$ cat config.mk
export PLATFORM = sky130hd
export DESIGN_NAME = cpu6502_execute_unit_core_flat
export DESIGN_NICKNAME = d
export VERILOG_FILES = /design/src/design/c6502eu_pkg.sv /design/src/design/c6502eu_if.sv /design/src/design/c6502eu_ram.sv /design/src/design/c6502eu_front.sv /design/src/design/c6502eu_back.sv /design/src/design/cpu6502_execute_unit_core.sv /design/src/flat_wrapper.sv
export SDC_FILE = /design/constraint.sdc
export NUM_CORES = 2
export LEC_CHECK = 0
export BUFFER_PORTS_ARGS = -buffer_cell sky130_fd_sc_hd__buf_2
export CAP_MARGIN = 20
export CORE_AREA = 5 5 448 892
export DETAILED_ROUTE_END_ITERATION = 8
export DIE_AREA = 0 0 453 897
export PLACE_DENSITY = 0.38
export SYNTH_ARGS = -nofsm -noshare
export SYNTH_HDL_FRONTEND = slang
export SYNTH_SLANG_ARGS = --single-unit
$ cat constraint.sdc
create_clock -name i_clk -period 17.2 [get_ports i_clk]
set_input_delay 2.58 -clock i_clk [delete_from_list [all_inputs] [get_ports i_clk]]
set_output_delay 2.58 -clock i_clk [all_outputs]
set_load 0.005 [all_outputs]
$ cat src/design/c6502eu_pkg.sv
// Package for the 6502 execute unit: operation codes, item and result types.
// No dependencies; the front end, back end, top level and simulation files import it.
package c6502eu_pkg;

    // Operation classes in dispatch order; 56 to 63 behave as NOP.
    typedef enum logic [5:0] {
        K_LDA, K_LDX, K_LDY, K_STA, K_STX, K_STY, K_TAX, K_TAY,
        K_TSX, K_TXA, K_TXS, K_TYA, K_PHA, K_PHP, K_PLA, K_PLP,
        K_ASL, K_LSR, K_ROL, K_ROR, K_AND, K_BIT, K_EOR, K_ORA,
        K_ADC, K_CMP, K_CPX, K_CPY, K_SBC, K_DEC, K_DEX, K_DEY,
        K_INC, K_INX, K_INY, K_BRK, K_JMP, K_JSR, K_RTI, K_RTS,
        K_BCC, K_BCS, K_BEQ, K_BMI, K_BNE, K_BPL, K_BVC, K_BVS,
        K_CLC, K_CLD, K_CLI, K_CLV, K_SEC, K_SED, K_SEI, K_NOP
    } t_kind;

    // States of the back-end sequencer.
    typedef enum logic [2:0] {S_IDLE, S_READ, S_CAP, S_EXEC, S_EMIT} t_state;

    // Status register bit positions.
    localparam int unsigned FLAG_C = 0;
    localparam int unsigned FLAG_Z = 1;
    localparam int unsigned FLAG_I = 2;
    localparam int unsigned FLAG_D = 3;
    localparam int unsigned FLAG_B = 4;
    localparam int unsigned FLAG_U = 5;
    localparam int unsigned FLAG_V = 6;
    localparam int unsigned FLAG_N = 7;

    localparam logic [7:0] RESET_SP   = 8'hFD;
    localparam logic [7:0] RESET_P    = 8'h24;
    localparam logic [7:0] STACK_PAGE = 8'h01;
    localparam int unsigned QUEUE_DEPTH = 2;

    // Classified word held in the queue between the front and the back.
    typedef struct packed {
        logic [5:0]  kind;
        logic        accumulator_mode;
        logic [7:0]  operand;
        logic [15:0] address;
        logic [1:0]  instr_length;
        logic [1:0]  pulls;
    } t_item;

    // One result word.
    typedef struct packed {
        logic        mem_write;
        logic [15:0] write_address;
        logic [7:0]  write_data;
        logic [15:0] next_pc;
        logic [7:0]  reg_a;
        logic [7:0]  reg_x;
        logic [7:0]  reg_y;
        logic [7:0]  stack_pointer;
        logic [7:0]  flags;
        logic        last;
    } t_res;

    // Number of stack bytes an operation class pulls.
    function automatic logic [1:0] pull_count(input logic [5:0] kind);
        logic [1:0] n;
        n = 2'd0;
        case (t_kind'(kind))
            K_PLA, K_PLP: n = 2'd1;
            K_RTS:        n = 2'd2;
            K_RTI:        n = 2'd3;
            default:      n = 2'd0;
        endcase
        return n;
    endfunction

endpackage

$ cat src/design/c6502eu_if.sv
// Channel interfaces for instruction words and result words.
// Depends on nothing but the valid/ready handshake convention.
interface c6502eu_in_if;
    logic        valid;
    logic        ready;
    logic [5:0]  kind;
    logic        accumulator_mode;
    logic [7:0]  operand;
    logic [15:0] address;
    logic [1:0]  instr_length;

    modport source (output valid, kind, accumulator_mode, operand, address, instr_length,
                    input ready);
    modport sink   (input valid, kind, accumulator_mode, operand, address, instr_length,
                    output ready);
endinterface

interface c6502eu_out_if;
    logic        valid;
    logic        ready;
    logic        mem_write;
    logic [15:0] write_address;
    logic [7:0]  write_data;
    logic [15:0] next_pc;
    logic [7:0]  reg_a;
    logic [7:0]  reg_x;
    logic [7:0]  reg_y;
    logic [7:0]  stack_pointer;
    logic [7:0]  flags;
    logic        last;

    modport source (output valid, mem_write, write_address, write_data, next_pc, reg_a,
                    reg_x, reg_y, stack_pointer, flags, last, input ready);
    modport sink   (input valid, mem_write, write_address, write_data, next_pc, reg_a,
                    reg_x, reg_y, stack_pointer, flags, last, output ready);
endinterface

$ cat src/design/c6502eu_ram.sv
// Generic single-port-write, single-port-read RAM with registered read data.
// No dependencies.
module c6502eu_ram #(
    parameter int unsigned P_WIDTH = 8,
    parameter int unsigned P_DEPTH = 256
) (
    input  logic                       i_clk,
    input  logic                       i_we,
    input  logic [$clog2(P_DEPTH)-1:0] i_waddr,
    input  logic [P_WIDTH-1:0]         i_wdata,
    input  logic [$clog2(P_DEPTH)-1:0] i_raddr,
    output logic [P_WIDTH-1:0]         o_rdata
);
    logic [P_WIDTH-1:0] r_mem [P_DEPTH];

    // Write port and registered read port.
    always_ff @(posedge i_clk) begin
        if (i_we) begin
            r_mem[i_waddr] <= i_wdata;
        end
        o_rdata <= r_mem[i_raddr];
    end
endmodule

$ cat src/design/c6502eu_front.sv
// Front end: accepts instruction words, classifies them and queues them.
// Depends on c6502eu_pkg and c6502eu_in_if.
module c6502eu_front
    import c6502eu_pkg::*;
#(
    parameter int unsigned P_QDEPTH = QUEUE_DEPTH
) (
    input  logic          i_clk,
    input  logic          i_rst_n,
    c6502eu_in_if.sink    i_in,
    output logic          o_q_valid,
    output t_item         o_q_item,
    input  logic          i_q_pop
);
    localparam int unsigned PW = $clog2(P_QDEPTH);
    localparam int unsigned CW = $clog2(P_QDEPTH + 1);

    t_item          r_q [P_QDEPTH];
    logic [PW-1:0]  r_wp, r_rp;
    logic [CW-1:0]  r_cnt;
    logic           push, pop;
    t_item          item;

    // Classify the incoming word.
    always_comb begin
        item.kind             = i_in.kind;
        item.accumulator_mode = i_in.accumulator_mode;
        item.operand          = i_in.operand;
        item.address          = i_in.address;
        item.instr_length     = i_in.instr_length;
        item.pulls            = pull_count(i_in.kind);
    end

    assign i_in.ready = (r_cnt != CW'(P_QDEPTH));
    assign push       = i_in.valid && i_in.ready;
    assign pop        = i_q_pop && o_q_valid;
    assign o_q_valid  = (r_cnt != '0);
    assign o_q_item   = r_q[r_rp];

    // Queue pointers and fill count.
    always_ff @(posedge i_clk) begin
        if (!i_rst_n) begin
            r_wp  <= '0;
            r_rp  <= '0;
            r_cnt <= '0;
        end else begin
            if (push) begin
                r_wp <= (r_wp == PW'(P_QDEPTH - 1)) ? '0 : r_wp + 1'b1;
            end
            if (pop) begin
                r_rp <= (r_rp == PW'(P_QDEPTH - 1)) ? '0 : r_rp + 1'b1;
            end
            if (push && !pop) begin
                r_cnt <= r_cnt + 1'b1;
            end else if (pop && !push) begin
                r_cnt <= r_cnt - 1'b1;
            end
        end
    end

    // Queue storage.
    always_ff @(posedge i_clk) begin
        if (push) begin
            r_q[r_wp] <= item;
        end
    end
endmodule

$ cat src/design/c6502eu_back.sv
// Back end: register file, stack page RAM, execution and result sequencing.
// Depends on c6502eu_pkg, c6502eu_out_if and c6502eu_ram.
module c6502eu_back
    import c6502eu_pkg::*;
(
    input  logic          i_clk,
    input  logic          i_rst_n,
    input  logic          i_q_valid,
    input  t_item         i_q_item,
    output logic          o_q_pop,
    c6502eu_out_if.source o_res
);
    t_state       r_state, n_state;
    t_item        r_item;
    logic [1:0]   r_cnt, n_cnt;
    logic [7:0]   r_b [3];
    logic [7:0]   r_a, r_x, r_y, r_sp, r_p;
    logic [15:0]  r_pc;
    logic [15:0]  r_wa [3];
    logic [7:0]   r_wd [3];
    logic [1:0]   r_nw, r_k;
    logic         r_ov;
    t_res         r_out;

    logic [7:0]   rd_data, ram_raddr;
    logic         ram_we, load;
    logic [7:0]   e_a, e_x, e_y, e_sp, e_p;
    logic [15:0]  e_pc;
    logic [15:0]  e_wa [3];
    logic [7:0]   e_wd [3];
    logic [1:0]   e_nw;

    c6502eu_ram #(.P_WIDTH(8), .P_DEPTH(256)) u_stack (
        .i_clk   (i_clk),
        .i_we    (ram_we),
        .i_waddr (r_wa[r_k][7:0]),
        .i_wdata (r_wd[r_k]),
        .i_raddr (ram_raddr),
        .o_rdata (rd_data)
    );

    assign ram_raddr = r_sp + {6'd0, r_cnt} + 8'd1;
    assign load      = (r_state == S_EMIT) && (!r_ov || o_res.ready);
    assign ram_we    = load && (r_k < r_nw) && (r_wa[r_k][15:8] == STACK_PAGE);

    // Execute one instruction from the queued word and the pulled bytes.
    always_comb begin
        logic [7:0]  m, v, r, mm;
        logic [8:0]  sum;
        logic [15:0] ret, nxt;
        logic        taken;
        m     = r_item.operand;
        e_a   = r_a;  e_x = r_x;  e_y = r_y;  e_sp = r_sp;  e_p = r_p;
        e_nw  = 2'd0;
        for (int i = 0; i < 3; i++) begin
            e_wa[i] = '0;
            e_wd[i] = '0;
        end
        ret   = r_pc + 16'd2;
        nxt   = r_pc + {14'd0, r_item.instr_length};
        taken = 1'b0;
        v     = r_item.accumulator_mode ? r_a : m;
        r     = '0;
        mm    = '0;
        sum   = '0;
        case (t_kind'(r_item.kind))
            K_LDA: e_a = m;
            K_LDX: e_x = m;
            K_LDY: e_y = m;
            K_STA: begin e_wa[0] = r_item.address; e_wd[0] = r_a; e_nw = 2'd1; end
            K_STX: begin e_wa[0] = r_item.address; e_wd[0] = r_x; e_nw = 2'd1; end
            K_STY: begin e_wa[0] = r_item.address; e_wd[0] = r_y; e_nw = 2'd1; end
            K_TAX: e_x = r_a;
            K_TAY: e_y = r_a;
            K_TSX: e_x = r_sp;
            K_TXA: e_a = r_x;
            K_TXS: e_sp = r_x;
            K_TYA: e_a = r_y;
            K_PHA, K_PHP: begin
                e_wa[0] = {STACK_PAGE, r_sp};
                e_wd[0] = (r_item.kind == K_PHA) ? r_a : (r_p | 8'h30);
                e_nw    = 2'd1;
                e_sp    = r_sp - 8'd1;
            end
            K_PLA: begin e_a = r_b[0]; e_sp = r_sp + 8'd1; end
            K_PLP: begin e_p = (r_b[0] & 8'hEF) | 8'h20; e_sp = r_sp + 8'd1; end
            K_ASL, K_LSR, K_ROL, K_ROR: begin
                case (t_kind'(r_item.kind))
                    K_ASL:   begin e_p[FLAG_C] = v[7]; r = {v[6:0], 1'b0}; end
                    K_LSR:   begin e_p[FLAG_C] = v[0]; r = {1'b0, v[7:1]}; end
                    K_ROL:   begin e_p[FLAG_C] = v[7]; r = {v[6:0], r_p[FLAG_C]}; end
                    default: begin e_p[FLAG_C] = v[0]; r = {r_p[FLAG_C], v[7:1]}; end
                endcase
                if (r_item.accumulator_mode) begin
                    e_a = r;
                end else begin
                    e_wa[0] = r_item.address; e_wd[0] = r; e_nw = 2'd1;
                end
            end
            K_AND: e_a = r_a & m;
            K_BIT: begin
                e_p[FLAG_N] = m[7];
                e_p[FLAG_V] = m[6];
                e_p[FLAG_Z] = ((r_a & m) == 8'd0);
            end
            K_EOR: e_a = r_a ^ m;
            K_ORA: e_a = r_a | m;
            K_ADC, K_SBC: begin
                mm  = (r_item.kind == K_ADC) ? m : ~m;
                sum = {1'b0, r_a} + {1'b0, mm} + {8'd0, r_p[FLAG_C]};
                e_p[FLAG_C] = sum[8];
                e_p[FLAG_V] = ~(r_a[7] ^ mm[7]) & (r_a[7] ^ sum[7]);
                e_a = sum[7:0];
            end
            K_CMP, K_CPX, K_CPY: begin
                case (t_kind'(r_item.kind))
                    K_CMP:   v = r_a;
                    K_CPX:   v = r_x;
                    default: v = r_y;
                endcase
                e_p[FLAG_C] = (m <= v);
                r = v - m;
            end
            K_DEC: begin r = m - 8'd1; e_wa[0] = r_item.address; e_wd[0] = r; e_nw = 2'd1; end
            K_INC: begin r = m + 8'd1; e_wa[0] = r_item.address; e_wd[0] = r; e_nw = 2'd1; end
            K_DEX: e_x = r_x - 8'd1;
            K_DEY: e_y = r_y - 8'd1;
            K_INX: e_x = r_x + 8'd1;
            K_INY: e_y = r_y + 8'd1;
            K_BRK, K_JSR: begin
                e_wa[0] = {STACK_PAGE, r_sp};
                e_wd[0] = ret[15:8];
                e_wa[1] = {STACK_PAGE, r_sp - 8'd1};
                e_wd[1] = ret[7:0];
                if (r_item.kind == K_BRK) begin
                    e_wa[2] = {STACK_PAGE, r_sp - 8'd2};
                    e_wd[2] = r_p | 8'h30;
                    e_nw    = 2'd3;
                    e_sp    = r_sp - 8'd3;
                    e_p[FLAG_I] = 1'b1;
                end else begin
                    e_nw = 2'd2;
                    e_sp = r_sp - 8'd2;
                end
                nxt = r_item.address;
            end
            K_JMP: nxt = r_item.address;
            K_RTI: begin
                e_p  = (r_b[0] & 8'hEF) | 8'h20;
                nxt  = {r_b[2], r_b[1]};
                e_sp = r_sp + 8'd3;
            end
            K_RTS: begin
                nxt  = {r_b[1], r_b[0]} + 16'd1;
                e_sp = r_sp + 8'd2;
            end
            K_BCC: taken = !r_p[FLAG_C];
            K_BCS: taken = r_p[FLAG_C];
            K_BEQ: taken = r_p[FLAG_Z];
            K_BMI: taken = r_p[FLAG_N];
            K_BNE: taken = !r_p[FLAG_Z];
            K_BPL: taken = !r_p[FLAG_N];
            K_BVC: taken = !r_p[FLAG_V];
            K_BVS: taken = r_p[FLAG_V];
            K_CLC: e_p[FLAG_C] = 1'b0;
            K_CLD: e_p[FLAG_D] = 1'b0;
            K_CLI: e_p[FLAG_I] = 1'b0;
            K_CLV: e_p[FLAG_V] = 1'b0;
            K_SEC: e_p[FLAG_C] = 1'b1;
            K_SED: e_p[FLAG_D] = 1'b1;
            K_SEI: e_p[FLAG_I] = 1'b1;
            default: ;
        endcase

        // N and Z follow the value each class produces.
        case (t_kind'(r_item.kind))
            K_LDA, K_TAX, K_TXA, K_TYA, K_PLA, K_AND, K_EOR, K_ORA, K_ADC, K_SBC: begin
                e_p[FLAG_N] = e_a[7]; e_p[FLAG_Z] = (e_a == 8'd0);
            end
            K_LDX, K_TSX, K_DEX, K_INX: begin
                e_p[FLAG_N] = e_x[7]; e_p[FLAG_Z] = (e_x == 8'd0);
            end
            K_LDY, K_TAY, K_DEY, K_INY: begin
                e_p[FLAG_N] = e_y[7]; e_p[FLAG_Z] = (e_y == 8'd0);
            end
            K_ASL, K_LSR, K_ROL, K_ROR, K_CMP, K_CPX, K_CPY, K_DEC, K_INC: begin
                e_p[FLAG_N] = r[7]; e_p[FLAG_Z] = (r == 8'd0);
            end
            default: ;
        endcase
        e_pc = taken ? r_item.address : nxt;
    end

    // Sequencer: take a word, pull stack bytes, execute, emit results.
    always_comb begin
        n_state = r_state;
        n_cnt   = r_cnt;
        o_q_pop = 1'b0;
        case (r_state)
            S_IDLE: begin
                o_q_pop = i_q_valid;
                n_cnt   = 2'd0;
                if (i_q_valid) begin
                    n_state = (i_q_item.pulls != 2'd0) ? S_READ : S_EXEC;
                end
            end
            S_READ: n_state = S_CAP;
            S_CAP: begin
                n_cnt   = r_cnt + 2'd1;
                n_state = (r_cnt + 2'd1 == r_item.pulls) ? S_EXEC : S_READ;
            end
            S_EXEC: begin
                n_cnt   = 2'd0;
                n_state = S_EMIT;
            end
            S_EMIT: begin
                if (load && ((r_k + 2'd1 >= r_nw))) begin
                    n_state = S_IDLE;
                end
            end
            default: n_state = S_IDLE;
        endcase
    end

    // Control registers and architectural state.
    always_ff @(posedge i_clk) begin
        if (!i_rst_n) begin
            r_state <= S_IDLE;
            r_cnt   <= '0;
            r_k     <= '0;
            r_nw    <= '0;
            r_ov    <= 1'b0;
            r_a     <= '0;
            r_x     <= '0;
            r_y     <= '0;
            r_sp    <= RESET_SP;
            r_p     <= RESET_P;
            r_pc    <= '0;
        end else begin
            r_state <= n_state;
            r_cnt   <= n_cnt;
            if (r_state == S_EXEC) begin
                r_a  <= e_a;  r_x <= e_x;  r_y <= e_y;
                r_sp <= e_sp; r_p <= e_p;  r_pc <= e_pc;
                r_nw <= e_nw;
                r_k  <= '0;
            end
            if (load) begin
                r_ov <= 1'b1;
                r_k  <= r_k + 2'd1;
            end else if (o_res.ready) begin
                r_ov <= 1'b0;
            end
        end
    end

    // Payload registers: queued word, pulled bytes, pending writes, result word.
    always_ff @(posedge i_clk) begin
        if (o_q_pop) begin
            r_item <= i_q_item;
        end
        if (r_state == S_CAP) begin
            r_b[r_cnt] <= rd_data;
        end
        if (r_state == S_EXEC) begin
            for (int i = 0; i < 3; i++) begin
                r_wa[i] <= e_wa[i];
                r_wd[i] <= e_wd[i];
            end
        end
        if (load) begin
            r_out.mem_write     <= (r_k < r_nw);
            r_out.write_address <= (r_k < r_nw) ? r_wa[r_k] : 16'd0;
            r_out.write_data    <= (r_k < r_nw) ? r_wd[r_k] : 8'd0;
            r_out.next_pc       <= r_pc;
            r_out.reg_a         <= r_a;
            r_out.reg_x         <= r_x;
            r_out.reg_y         <= r_y;
            r_out.stack_pointer <= r_sp;
            r_out.flags         <= r_p;
            r_out.last          <= (r_k + 2'd1 >= r_nw);
        end
    end

    assign o_res.valid         = r_ov;
    assign o_res.mem_write     = r_out.mem_write;
    assign o_res.write_address = r_out.write_address;
    assign o_res.write_data    = r_out.write_data;
    assign o_res.next_pc       = r_out.next_pc;
    assign o_res.reg_a         = r_out.reg_a;
    assign o_res.reg_x         = r_out.reg_x;
    assign o_res.reg_y         = r_out.reg_y;
    assign o_res.stack_pointer = r_out.stack_pointer;
    assign o_res.flags         = r_out.flags;
    assign o_res.last          = r_out.last;
endmodule

$ cat src/design/cpu6502_execute_unit_core.sv
// Top level of the 6502 execute unit: front queue and back sequencer.
// Depends on c6502eu_pkg, c6502eu_if, c6502eu_front and c6502eu_back.

// Executes one decoded 6502 instruction per input word and returns one result
// word per memory write or push (up to three), or a single word with no write;
// every result word carries the registers after the instruction and the last
// one is marked. Arithmetic is binary only. The back sequencer takes a word,
// pulls each stack byte through the stack RAM read port in a read state and a
// capture state, executes, and then emits the result words one by one, holding
// each word while the result channel stalls. A two-word queue lets new
// instructions arrive meanwhile.
module cpu6502_execute_unit_core
    import c6502eu_pkg::*;
#(
    parameter int unsigned P_QDEPTH = QUEUE_DEPTH
) (
    input  logic          i_clk,
    input  logic          i_rst_n,
    c6502eu_in_if.sink    i_in,
    c6502eu_out_if.source o_res
);
    logic  q_valid, q_pop;
    t_item q_item;

    c6502eu_front #(.P_QDEPTH(P_QDEPTH)) u_front (
        .i_clk     (i_clk),
        .i_rst_n   (i_rst_n),
        .i_in      (i_in),
        .o_q_valid (q_valid),
        .o_q_item  (q_item),
        .i_q_pop   (q_pop)
    );

    c6502eu_back u_back (
        .i_clk     (i_clk),
        .i_rst_n   (i_rst_n),
        .i_q_valid (q_valid),
        .i_q_item  (q_item),
        .o_q_pop   (q_pop),
        .o_res     (o_res)
    );
endmodule

$ cat src/flat_wrapper.sv
// flat-port wrapper written by rule: the top's interface ports become plain ports
module cpu6502_execute_unit_core_flat import c6502eu_pkg::*;
#(
    parameter int unsigned P_QDEPTH = QUEUE_DEPTH
)
  (i_clk, i_rst_n, i_in_valid, i_in_kind, i_in_accumulator_mode, i_in_operand, i_in_address, i_in_instr_length, i_in_ready, o_res_valid, o_res_mem_write, o_res_write_address, o_res_write_data, o_res_next_pc, o_res_reg_a, o_res_reg_x, o_res_reg_y, o_res_stack_pointer, o_res_flags, o_res_last, o_res_ready);
  c6502eu_in_if i_in_i ();
  c6502eu_out_if o_res_i ();
  input  logic i_clk;
  input  logic i_rst_n;
  input wire logic [$bits(i_in_i.valid)-1:0] i_in_valid;
  input wire logic [$bits(i_in_i.kind)-1:0] i_in_kind;
  input wire logic [$bits(i_in_i.accumulator_mode)-1:0] i_in_accumulator_mode;
  input wire logic [$bits(i_in_i.operand)-1:0] i_in_operand;
  input wire logic [$bits(i_in_i.address)-1:0] i_in_address;
  input wire logic [$bits(i_in_i.instr_length)-1:0] i_in_instr_length;
  output wire logic [$bits(i_in_i.ready)-1:0] i_in_ready;
  output wire logic [$bits(o_res_i.valid)-1:0] o_res_valid;
  output wire logic [$bits(o_res_i.mem_write)-1:0] o_res_mem_write;
  output wire logic [$bits(o_res_i.write_address)-1:0] o_res_write_address;
  output wire logic [$bits(o_res_i.write_data)-1:0] o_res_write_data;
  output wire logic [$bits(o_res_i.next_pc)-1:0] o_res_next_pc;
  output wire logic [$bits(o_res_i.reg_a)-1:0] o_res_reg_a;
  output wire logic [$bits(o_res_i.reg_x)-1:0] o_res_reg_x;
  output wire logic [$bits(o_res_i.reg_y)-1:0] o_res_reg_y;
  output wire logic [$bits(o_res_i.stack_pointer)-1:0] o_res_stack_pointer;
  output wire logic [$bits(o_res_i.flags)-1:0] o_res_flags;
  output wire logic [$bits(o_res_i.last)-1:0] o_res_last;
  input wire logic [$bits(o_res_i.ready)-1:0] o_res_ready;
  assign i_in_i.valid = i_in_valid;
  assign i_in_i.kind = i_in_kind;
  assign i_in_i.accumulator_mode = i_in_accumulator_mode;
  assign i_in_i.operand = i_in_operand;
  assign i_in_i.address = i_in_address;
  assign i_in_i.instr_length = i_in_instr_length;
  assign i_in_ready = i_in_i.ready;
  assign o_res_valid = o_res_i.valid;
  assign o_res_mem_write = o_res_i.mem_write;
  assign o_res_write_address = o_res_i.write_address;
  assign o_res_write_data = o_res_i.write_data;
  assign o_res_next_pc = o_res_i.next_pc;
  assign o_res_reg_a = o_res_i.reg_a;
  assign o_res_reg_x = o_res_i.reg_x;
  assign o_res_reg_y = o_res_i.reg_y;
  assign o_res_stack_pointer = o_res_i.stack_pointer;
  assign o_res_flags = o_res_i.flags;
  assign o_res_last = o_res_i.last;
  assign o_res_i.ready = o_res_ready;
  cpu6502_execute_unit_core #(.P_QDEPTH(P_QDEPTH)) u_core (.i_clk(i_clk), .i_rst_n(i_rst_n), .i_in(i_in_i), .o_res(o_res_i));
endmodule
**Word-level counts from Yosys, hierarchy flattened**

Memory sizes are Yosys's and may differ from the RTL's. A register that Yosys moved wholly into a read port is not among the register bits.
Index checks and enable logic that the tools add are counted.

- Register bits: 183
- Bits in writable memories: 2214
- Bits of input ports: 37
- Output and inout bits: 84
- Word-level logic and storage cells: 271
- Memories kept: 5

- Add/sub/neg operators: 26
- Order comparisons: 3
- Equality and inequality tests: 68
- Mux-type cells: 67
- Bitwise logic cells: 8
- Reduce and logical (&&, ||, !) cells: 60

Memory list:

| memory | depth | width | read ports | clocked after memory_dff | write ports | line | RTL |
|---|---|---|---|---|---|---|---|
| u_core.u_back.u_stack.r_mem | 256 | 8 | 1 | 1 | 1 | c6502eu_ram.sv:14 | `logic [P_WIDTH-1:0] r_mem [P_DEPTH];` |
| u_core.u_front.r_q | 2 | 35 | 1 | 1 | 1 | c6502eu_front.sv:18 | `t_item r_q [P_QDEPTH];` |
| u_core.u_back.r_wa | 3 | 16 | 1 | 1 | 3 | c6502eu_back.sv:19 | `logic [15:0] r_wa [3];` |
| u_core.u_back.r_b | 3 | 8 | 3 | 0 | 1 | c6502eu_back.sv:16 | `logic [7:0] r_b [3];` |
| u_core.u_back.r_wd | 3 | 8 | 1 | 1 | 3 | c6502eu_back.sv:20 | `logic [7:0] r_wd [3];` |

Operators with widths:

| kind | count |
|---|---|
| $eq 6x6->1 const B | 25 |
| $eq 6x5->1 const B | 16 |
| $pmux 16 s3 | 2 |
| $pmux 8 s9 | 1 |
| $mux 8 | 8 |
| $pmux 8 s4 | 2 |
| $pmux 8 s8 | 1 |
| $eq 6x4->1 const B | 10 |
| $mux 16 | 3 |
| $pmux 8 s6 | 1 |
| $add 8x1->8 const B | 5 |
| $logic_not 8->1 | 5 |
| $pmux 8 s5 | 1 |
| $sub 8x1->8 const B | 4 |
| $mux 25 | 1 |
| $eq 6x3->1 const B | 4 |
| $pmux 8 s3 | 1 |
| $mux 2 | 10 |
| $mux 1 | 19 |
| $reduce_bool 6->1 | 3 |
| $add 16x1->16 const B | 1 |
| $add 16x2->16 | 1 |
| $add 16x2->16 const B | 1 |
| $add 8x2->8 const B | 2 |
| 55 further kinds | 105 |

**Depth between registers and ports, before layout**

- Word-level depth: 7
- Mapped depth: 20
- Gate-level depth less buffers: 18

**By module**

A second synthesis with hierarchy kept.

- Cells, all modules: 5531
- Area, all modules: 98448.2 um^2

Modules (own cells, without submodules):

| module | instances | cells an instance | area each (um^2) | sequential area each (um^2) |
|---|---|---|---|---|
| c6502eu_ram | 1 | 3733 | 79556.3 | 61659.1 |
| c6502eu_back | 1 | 1659 | 16100.4 | 7206.9 |
| c6502eu_front | 1 | 139 | 2791.4 | 2202.1 |

**Least setup slack after synthesis**

No wires, ideal clock.

- Path kind: reg-to-reg
- Start: register (tool-made name)
- End: memory u_core.u_back.u_stack.r_mem[0][0], data pin
- Library setup time: 2194 ps
- Arrival time: 11274 ps
- Required time: 15006 ps
- Setup slack: 3732 ps
- Stages on the path, launching flop included: 5
- Buffers on the path: 2
- Clock period less this slack: 13468 ps
- Cell sequence: dfxtp_1 -> buf_1 -> buf_1 -> mux2i_1 -> o21ai_0

RTL lines:

| element | line |
|---|---|
| end: declaration | c6502eu_ram.sv:14 |

**Final worst setup path**

- Start: register u_core.u_back.r_cnt[0]
- End: register u_core.u_back.u_stack.o_rdata[4], read port of u_core.u_back.u_stack.r_mem

- Longest elaborated chain between the ends: 2

RTL lines:

| element | line | RTL |
|---|---|---|
| start: declaration | c6502eu_back.sv:15 | `logic [1:0] r_cnt, n_cnt;` |
| start signal: assignment | c6502eu_back.sv:241 | `r_cnt <= n_cnt;` |
| $add 8x2->8 | c6502eu_back.sv:42 | `assign ram_raddr = r_sp + {6'd0, r_cnt} + 8'd1;` |
| $add 8x1->8 | c6502eu_back.sv:42 |  |
| end: declaration | c6502eu_ram.sv:12 | `output logic [P_WIDTH-1:0] o_rdata` |

No other way between the ends.
A chain may end at the register's enable or synchronous reset.

==> metrics <==
maximum clock frequency=0.156 GHz; Least-Margin Pin Slew=1300 ps; async set-or-reset flop fraction in the synthesized netlist=0; MaxCap Viol Count=0; Core Region=0.391 sq mm; Max Slew Vio Count=0; fraction of the mapped netlist area in simple logic gates=0.0405; Static Leak=0.0344 uW; proportion of synthesized area in mux cells=0.163; number of instances resized during post-cts repair=0; Clock Pin Slew Worst Setup and Hold Paths=60 ps; setup repair after global routing missed its margin=false; critical path capture point type=flip-flop; count of fill cells added during filler insertion=38800; Reg2Reg Launch Point=u_core.u_back.r_cnt[0]$_SDFFE_PN0P_; final setup violating endpoints=0; count of vias placed by the detailed router=50100; number of antenna-violating nets in the routed design=0; antenna violations before repair=20; count of buffers from port buffering=118; Placer Congestion=0.948; Post-Route WL=335 mm; worst endpoint data arrival time=7160 ps; initial cell density of the core=0.249; # DRC=0; nets=5391; largest family of logic cells by synthesized area=multiplexers; share of the synthesized netlist area taken by xor and xnor gates=0.00930; Post-Synthesis Net Count=5132; worst setup path startpoint=u_core.u_back.r_cnt[0]$_SDFFE_PN0P_; share of the synthesized area in the top cell type=0.712; Setup crit end=u_core.u_back.u_stack.o_rdata[4]$_DFF_P_; pin count of the biggest net entering global routing=192; clock root buffer master=clkbuf_16; run status=finished clean; Post-Syn Instances=5021; fraction of the yosys area taken by sequential cells=0.729; Critical Path Fanout Max=117; CTS H-tree depth=4; Post-CTS Setup Repair Bufs=0; fraction of the cycle the final worst path needs=0.373; drt pass-1 iters=8; most used flip-flop cell after synthesis=edfxtp_1; number of enable flip-flop cells after synthesis=2314; required arrival time at the worst endpoint=17940 ps; Reg-to-Reg End=u_core.u_back.u_stack.o_rdata[4]$_DFF_P_; number of different library cells in the post-synthesis netlist=82; compound-cell area share of the yosys netlist=0.0333; post-synthesis share of cell area spent on full adders, half adders and majority gates=0.0101; die area=0.406 sq mm; FF+latch count, synth=2393; clock insertion delay at the later pin of the skew report=900 ps; biggest area contributors in the synthesized netlist=edfxtp_1, mux4_2, nor2_1; average size of a mapped cell=19.4 sq um; Ys Warns=0; final sum of negative setup slack=0 ps; number of vias per cell after detailed routing=4.67; combined flip-flop and latch cell area=0.0711 sq mm; Avg WL per Cell=31.3 microns; Post-Route Skew=50.4 ps; critical path launch point type=flip-flop; Crit Path Class=reg2reg; clock tree buffer depth=4; number of buffers inserted during clock tree synthesis=226; via count of the first global-routing pass=54100; global route total overflow=0; global-route usage over all layers=0.161; count of cells along the worst register-to-register path=11; most used cells in the layout excluding fill and tap cells=edfxtp_1, mux4_2, nor2_1; global-route wire length before repair=461 mm; Final HPWL DP=229 mm; shortest period the worst path allows=6420 ps; Reg2Reg Setup Slack=10780 ps; combined area of the multi-input logic cells=0.0253 sq mm; cell area after synthesis=0.0975 sq mm; VDD IR max=0.0000741 V; TritonCTS sink count=2393; top cell type by total area after synthesis=edfxtp_1; number of top-level pins=121; proportion of layout cells with a drive suffix above 1=0.261; most common library cell in the layout ignoring fill and taps=edfxtp_1; cts hold-fix bufs=0; power per standard cell area=131 mW/mm^2; CTS tree=built; width of the die=453 microns; Cell Rows=325; count of routing violations after the opening detailed-route iteration=4041; hold violation count in the final report=0; Die Y=897 microns; final core utilization=0.289; worst max-slew margin expressed relative to the limit=0.136; synth-to-layout area growth=15.7%; Hold Crit Class=reg2reg
-- power breakdown --
part / internal [uW] / total [uW] / switching [uW]
Combinational: 997 / 2750 / 1760
Sequential: 6690 / 6850 / 169
Clock: 2830 / 5130 / 2300
-- cell type report --
cell class	instances	share of cell area
Clock inverter	126	0.0122
Timing Repair Buffer	329	0.0214
Sequential cell	2393	0.629
Tap cell	5232	0.0580
Clock buffer	277	0.0521
Multi-Input combinational cell	2269	0.224
Inverter	61	0.00207
Antenna cell	26	0.000576
-- through the flow --
stage | power (uW) | cells | instance area (sq um) | setup slack (ps) | hold WS (ps)
floorplan | 8680 | 5021 | 97500 | 3730 | 406
global placement | 9790 | 10200 | 105000 | 10800 | 489
detailed placement | 9800 | 10300 | 106000 | 10840 | 502
CTS | 15000 | 10700 | 113000 | 10830 | 516
global route | 15300 | 10700 | 113000 | 10740 | 533
finish | 14700 | 10700 | 113000 | 10780 | 513
-- critical path: stages (launching register included) --
cell and delay [ps]:
dfxtp_1 410, inv_1 180, ha_4 210, fa_4 1190, buf_12 440, buf_12 530, buf_4 670, mux4_2 420
mux4_2 550, mux4_2 510, a22oi_1 430, nand2_1 120
-- per-layer routing --
metal	GRT usage	up-vias	part of all wire
met3	0.0175	566	0.029
li1	-	21100	-
met1	0.154	27100	0.32
met5	0	-	0.000039
met4	0.0749	2	0.053
met2	0.334	1264	0.60
-- synth_stat cells, types with 7 or more instances --
library cell	instances
o21ai_0	62
nor2_1	460
clkbuf_1	188
and3_1	19
o211ai_1	30
buf_1	34
and2_1	21
a22oi_1	39
edfxtp_1	2314
mux2i_1	32
a221o_1	24
xor2_1	44
nor4_1	15
or3_1	8
nand2b_1	17
a221oi_1	23
dfxtp_1	79
mux2_2	36
o221ai_1	10
xnor2_1	57
buf_2	73
ha_1	66
fa_1	8
nor2b_1	34
o22ai_1	30
a21o_1	10
nand2_1	155
a22o_1	14
a211oi_1	42
nand3_1	47
a21oi_1	102
inv_1	59
nor3_1	51
a31oi_1	7
a222oi_1	11
mux4_2	675
nand4_1	17
-- cell families (layout without fill, tap and decap cells) --
logic type / after synthesis / count (layout)
other: 2 / 28
and+or+nand+nor: 882 / 882
muxes: 743 / 743
xor gates and xnor gates: 102 / 102
AOI/OAI and AO/OA: 466 / 466
buffers and inverters: 359 / 793
adders and majority gates: 74 / 74
DFF: 2393 / 2393
-- worst min-delay path by stage --
| stage | start | slack (ps) | cells after the start | endpoint |
|---|---|---|---|---|
| 2_1_floorplan | u_core.u_back.r_pc[11]$_SDFFE_PN0P_ | 410 | 0 | u_core.u_back.o_res.next_pc[11]$_DFFE_PP_ |
| 3_3_place_gp | u_core.u_front.r_rp$_SDFFE_PN0P_ | 490 | 2 | flip-flop |
| 3_5_place_dp | u_core.u_front.r_rp$_SDFFE_PN0P_ | 500 | 2 | flip-flop |
| 4_1_cts | u_core.u_front.r_rp$_SDFFE_PN0P_ | 520 | 2 | flip-flop |
| 5_1_grt | u_core.u_front.r_rp$_SDFFE_PN0P_ | 530 | 2 | flip-flop |
| 6_report | u_core.u_front.r_rp$_SDFFE_PN0P_ | 510 | 2 | flip-flop |
-- state kept, by name, indices dropped and copies added (netlist names), 3 cells and up, named ones only --
name and count:
u_core.u_back.r_state 3, u_core.u_back.r_p 6, u_core.u_back.r_pc 16, u_core.u_back.r_y 8
u_core.u_back.r_a 8, u_core.u_front.r_q 70, u_core.u_back.o_res.stack_pointer 8, u_core.u_back.u_stack.o_rdata 8
u_core.u_back.r_x 8, u_core.u_back.o_res.write_address 16, u_core.u_back.r_wd 23, u_core.u_back.o_res.reg_x 8
u_core.u_back.r_sp 8, u_core.u_back.r_item 35, u_core.u_back.o_res.reg_y 8, u_core.u_back.u_stack.r_mem 2048
u_core.u_back.o_res.next_pc 16, u_core.u_back.o_res.reg_a 8, u_core.u_back.r_b 24, u_core.u_back.o_res.flags 6
u_core.u_back.r_wa 34, u_core.u_back.o_res.write_data 8
No activity file was read; power rests on OpenSTA's default activity.
